`src/hw/rtl/rrsvm_pkg.sv`:
```
// Shared types and constants for the round-robin sample voice mixer.
// Holds the fixed sizes of the voice and slot tables and the scaling unit's interface.
// Depends on nothing.
package rrsvm_pkg;

  localparam int unsigned VOICES     = 8;
  localparam int unsigned SLOTS      = 32;
  localparam int unsigned VOICE_W    = 3;
  localparam int unsigned SLOT_W     = 5;
  localparam int unsigned ADDR_W     = 16;
  localparam int unsigned LEN_W      = 17;
  localparam int unsigned CNT_W      = 4;

  localparam logic [7:0]        VOLUME_FULL = 8'd255;
  localparam logic [LEN_W-1:0]  MAX_LENGTH  = 17'd65536;

  // Signed sum of all voices: each voice adds at most 32768 in magnitude.
  localparam int unsigned SUM_W      = 20;

  // Scaling unit: q = floor(a * b / 255).
  localparam int unsigned SCL_A_W     = 20;
  localparam int unsigned SCL_B_W     = 8;
  localparam int unsigned SCL_PROD_W  = SCL_A_W + SCL_B_W;
  localparam int unsigned SCL_Q_W     = 21;
  localparam int unsigned SCL_RECIP_W = 24;
  localparam int unsigned SCL_SHIFT   = 31;
  // floor(2^31 / 255); the estimate it gives is at most one below the quotient.
  localparam logic [SCL_RECIP_W-1:0] SCL_RECIP = 24'd8421504;

  typedef struct packed {
    logic               start;
    logic [SCL_A_W-1:0] a;
    logic [SCL_B_W-1:0] b;
  } scl_req_t;

  typedef struct packed {
    logic               done;
    logic [SCL_Q_W-1:0] q;
  } scl_rsp_t;

endpackage

```
`src/hw/rtl/rrsvm_scale.sv`:
```
// Shared scaling unit: floor(a * b / 255) in three pipelined steps.
// A product, a reciprocal estimate and one correction step.
// Depends on rrsvm_pkg.
module rrsvm_scale import rrsvm_pkg::*; (
  input  logic     clk_i,
  input  logic     rst_ni,
  input  scl_req_t req_i,
  output scl_rsp_t rsp_o
);

  localparam int unsigned WideW = SCL_PROD_W + SCL_RECIP_W;
  localparam int unsigned BackW = SCL_Q_W + 8;

  logic                  s1_q, s2_q, done_q;
  logic [SCL_PROD_W-1:0] prod_q, prod2_q;
  logic [SCL_Q_W-1:0]    q0_q, q_q;
  logic [WideW-1:0]      wide;
  logic [BackW-1:0]      back;
  logic [BackW-1:0]      rem;
  logic [SCL_Q_W-1:0]    q_d;

  assign wide = {{SCL_RECIP_W{1'b0}}, prod_q} * {{SCL_PROD_W{1'b0}}, SCL_RECIP};

  // back = q0 * 255, written as a shift and a subtract.
  assign back = {q0_q, 8'b0} - {8'b0, q0_q};
  assign rem  = {{(BackW-SCL_PROD_W){1'b0}}, prod2_q} - back;
  assign q_d  = (rem >= BackW'(VOLUME_FULL)) ? q0_q + SCL_Q_W'(1) : q0_q;

  always_ff @(posedge clk_i or negedge rst_ni) begin
    if (!rst_ni) begin
      s1_q   <= 1'b0;
      s2_q   <= 1'b0;
      done_q <= 1'b0;
    end else begin
      s1_q   <= req_i.start;
      s2_q   <= s1_q;
      done_q <= s2_q;
    end
  end

  always_ff @(posedge clk_i) begin
    prod_q  <= {{SCL_B_W{1'b0}}, req_i.a} * {{SCL_A_W{1'b0}}, req_i.b};
    prod2_q <= prod_q;
    q0_q    <= wide[SCL_SHIFT +: SCL_Q_W];
    q_q     <= q_d;
  end

  assign rsp_o.done = done_q;
  assign rsp_o.q    = q_q;

endmodule

```
`config.mk`:
```
export PLATFORM = sky130hd
export DESIGN_NAME = rrsvm_scale
export DESIGN_NICKNAME = d
export VERILOG_FILES = /design/src/hw/rtl/rrsvm_pkg.sv /design/src/hw/rtl/rrsvm_scale.sv
export SDC_FILE = /design/constraint.sdc
export NUM_CORES = 1
export LEC_CHECK = 0
export BUFFER_PORTS_ARGS = -buffer_cell sky130_fd_sc_hd__buf_2
export CORE_MARGIN = 10
export CORE_UTILIZATION = 45
export CTS_BUF_LIST = sky130_fd_sc_hd__clkbuf_8
export CTS_CLUSTER_SIZE = 8
export DETAILED_ROUTE_END_ITERATION = 16
export PLACE_DENSITY = 0.67
export SLEW_MARGIN = 15
export SYNTH_ARGS = -nofsm -noshare
export SYNTH_HDL_FRONTEND = slang
export SYNTH_SLANG_ARGS = --single-unit
```
`constraint.sdc`:
```
create_clock -name clk_i -period 9.85 [get_ports clk_i]
set_input_delay 1.97 -clock clk_i [delete_from_list [all_inputs] [get_ports clk_i]]
set_output_delay 1.97 -clock clk_i [all_outputs]
set_load 0.1 [all_outputs]
```
After elaboration in Yosys (flattened, before gate mapping) --
Cells that the tools add are included.
Operators by class: add/subtract/negate cells 3, $mul 2, order comparisons 1, multiplexer cells 1
Operator list (count):
- $mul 28x17->45 const B | 1
- $ge 29x8->1 const B | 1
- $sub 28x29->29 | 1
- $sub 29x21->29 | 1
- $mul 20x8->28 | 1
- $add 21x1->21 const B | 1
- $mux 21 | 1
Word-level totals: register bits after elaboration 101, bits of input ports 31, word-level logic and storage cells 14

Depth between registers and ports, before layout --
word-level depth 4, mapped depth 23, depth with buffers taken out 22

Worst setup path before layout --
OpenSTA, ideal clock, no wires.
path kind in2reg, start input req_i[7] in the netlist's numbering, end register prod_q[27], arrival 6.601 ns, required time 9.778 ns, path slack 3.177 ns, stages on the path 18, path buffers 1, path through clkbuf_1 and2_1 fa_1 fa_1 fa_1 inv_1 fa_1 inv_1 ha_1 a21o_1 a21oi_1 nor3b_1 and4_1 o31ai_1 o41ai_1 o21bai_1 a21oi_1 xnor2_1
On the way: cells in the longest elaborated chain, start to end 1
Ends and longest elaborated chain:
- start, declared | RTL line rrsvm_scale.sv:7 | input scl_req_t req_i,
- $mul 20x8->28 | RTL line rrsvm_scale.sv:42 | prod_q <= {{SCL_B_W{1'b0}}, req_i.a} * {{SCL_A_W{1'b0}}, req_i.b};
- end signal, assigned | RTL line rrsvm_scale.sv:42
- end, declared | RTL line rrsvm_scale.sv:15 | logic [SCL_PROD_W-1:0] prod_q, prod2_q;
No other way between the ends.

Worst setup path after layout --
start input req_i[6] in the netlist's numbering, end register prod_q[27]
Same word-level chain as after synthesis.

==> out/summary.txt <==
Outcome = complete, no violations
Register bit total from synthesis = 101
Cells after Synth = 1360
Hold_buf cts = 0
Post-synth ARST share = 0.0297
RD Place Congestion = 0.890
Adder-cell share of the synthesized area = 0.420
Post-synth net total = 1718
Xor/xnor share of the synthesized area = 0.0500
Synthesized area = 12100 sq um
H-tree levels = 3
TritonCTS Sinks = 101
Final #Nets = 1752
CTS tree = built
Crit share post-route = 0.686
First DRT Iteration DRCs = 539
Post-route clock skew = 0.00630 ns
Final-report max-slew violation count = 0
Critical path fanouts, max = 20
Multiplexer share of the synthesized area = 0.00259
GRT Resource Usage Total = 0.162
Core ar. = 26200 sq um
DRC = 0
Final wirelength = 26400 um
Slew headroom = 0.222
Worst setup EP type = flop
CTS Root Cell = clkbuf_8
Startpoint types = input port
Area growth, synth to finish = 6.12%
# rows = 59
Number of synthesized flops with an enable pin = 0
Distinct cells, synth = 68
Post_cts resized = 0
Ports = 53
Share of layout cells above drive strength 1 = 0.0594
DR WL/cell = 15.2 um
Clk buf depth = 2
Final hold viol count = 0
Slew of the pin with the lowest slew margin = 1.16 ns
Hpwl dp = 22300 um
Setup_tns = 0 ns
Post-synthesis simple-gate area fraction = 0.158
Max-cap viol count = 0
Height of the die = 184 um
Ys flop type = dfxtp_1
Via count = 8967
Diode count = 0
Largest family of logic cells by synthesized area = adder cells
Critical path data required time = 10.15 ns
Post-layout minimum cycle time = 6.76 ns
Drt pass-1 iters = 5
Die area = 33800 sq um
Cts bufs inserted = 9
Setup Fix Bufs, Post-CTS = 0
F_max = 0.148 GHz
Post-layout util = 0.489
Pin count of the biggest net entering global routing = 23
# setup viols final = 0
Vias in the first global route = 9038
Fin Hold WS = 0.362 ns
Post-synthesis compound-gate area fraction = 0.102
Worst Path Arrival = 7.06 ns
Antenna violations before repair = 0
Antenna-violating nets left = 0
Port bufs = 52
Ys Warns = 0
Avg Inst Size Synth = 8.88 sq um
Seq/Total Area, Yosys = 0.169
Initial Util = 0.461
Worst-path clk slew = 0.09 ns
Worst min path class = reg2reg
RSZ-0062 raised after global routing = no
Gr ovfl total = 0
Worst-Skew Late Latency = 0.37 ns
First-pass GRT wire length = 44700 um
FILL cells = 2505
Kind of critical path = in2reg
Die extent in x = 184 um
Via density = 5.17
[sequential cells by signal, summed over array words and instances (netlist names)]
signal	cells
q_q	21
s2_q	1
done_q	1
q0_q	21
prod2_q	28
prod_q	28
s1_q	1
[cell families (layout without fill, tap and decap cells)]
kind of cell | count (synthesis) | after routing
muxes | 3 | 3
and+or+nand+nor | 364 | 364
AOI/OAI and AO/OA | 187 | 187
DFF | 101 | 101
xor gates and xnor gates | 69 | 69
buffers and inverters | 309 | 347
adders and majority gates | 327 | 327
[per-layer routing]
layer  vias up  share of wire  global-route usage
li1       4464              -                   -
met1      4270           0.47               0.213
met2       206           0.47               0.278
met3        27          0.041              0.0166
met4         0          0.014              0.0410
met5         -              0                   0
[placed cells by master (no fill, tap or decap), types with 31 or more instances in the layout]
| master | n |
|---|---|
| a21oi_1 | 53 |
| and2_1 | 109 |
| buf_2 | 52 |
| dfxtp_1 | 98 |
| fa_1 | 131 |
| ha_1 | 196 |
| inv_1 | 280 |
| nand2_1 | 104 |
| nor2_1 | 48 |
| o21ai_0 | 31 |
| xnor2_1 | 53 |
[cell usage after synthesis, types with 3 or more instances]
cell type | count | area share
nand3_1 | 19 | 0.0079
ha_1 | 196 | 0.20
a21o_1 | 12 | 0.0075
a211oi_1 | 7 | 0.0044
and2_1 | 109 | 0.056
dfxtp_1 | 98 | 0.16
a31oi_1 | 8 | 0.0041
nor4_1 | 5 | 0.0026
o21a_1 | 14 | 0.0087
o31ai_1 | 3 | 0.0019
nor3_1 | 15 | 0.0062
nand4_1 | 20 | 0.010
buf_6 | 3 | 0.0028
o21ai_0 | 31 | 0.013
nand2_1 | 104 | 0.032
and3_1 | 10 | 0.0052
o211ai_1 | 7 | 0.0044
nand4b_1 | 3 | 0.0022
a311oi_1 | 3 | 0.0022
fa_1 | 131 | 0.22
xor2_1 | 16 | 0.012
nor2_1 | 48 | 0.015
o41ai_1 | 4 | 0.0029
o21ai_1 | 4 | 0.0017
o21bai_1 | 9 | 0.0056
xnor2_1 | 53 | 0.038
clkbuf_1 | 23 | 0.0071
nor3b_1 | 3 | 0.0019
a21oi_1 | 53 | 0.022
dfrtp_1 | 3 | 0.0062
inv_1 | 280 | 0.087
a21boi_0 | 5 | 0.0031
o2111ai_1 | 3 | 0.0022
nand2b_1 | 10 | 0.0052
[worst paths after layout]
path                          start         end  cells after the start  slack (ns)
hold reg to reg                s2_q      done_q                      0        0.36
setup / recovery           req_i[6]  prod_q[27]                     18        3.09
hold / removal                 s2_q      done_q                      0        0.36
setup reg to reg           q0_q[10]      q_q[1]                     14        4.27
min in group asynchronous    rst_ni        s1_q                      1        1.37
max in group asynchronous    rst_ni        s2_q                      1        8.38
[per-stage QoR]
step	setup WS, ns	area [sq um]	instances
4_1_cts	3.11	12800	1733
5_1_grt	2.74	12800	1733
6_report	3.09	12800	1733
2_1_floorplan	3.18	12100	1360
3_5_place_dp	2.72	12600	1718
3_3_place_gp	2.78	12600	1718
[area by class of cell]
type                            count  area (sq um)  area share
Inverter                          280          1050      0.0820
Sequential cell                   101          2040       0.159
Multi-Input combinational cell    950          8850       0.691
Clock buffer                       10           138      0.0107
Tap cell                          335           419      0.0327
Timing Repair Buffer               52           260      0.0203
Clock inverter                      5          60.1     0.00469
[critical path, cell delays in order]
cell and delay (ns):
buf_2 0.31, and2_1 0.22, fa_1 0.44, fa_1 0.51, fa_1 0.54, inv_1 0.05, fa_1 0.52, inv_1 0.04
ha_1 0.34, a21o_1 0.17, a21oi_1 0.22, nor3b_1 0.49, and4_1 0.30, o31ai_1 0.10, o41ai_1 0.39, o21bai_1 0.10
a21oi_1 0.18, xnor2_1 0.14
Power is left out: the tool's default activity adds up to more than one toggle a clock period on the data nets, which glitch-free logic cannot reach.
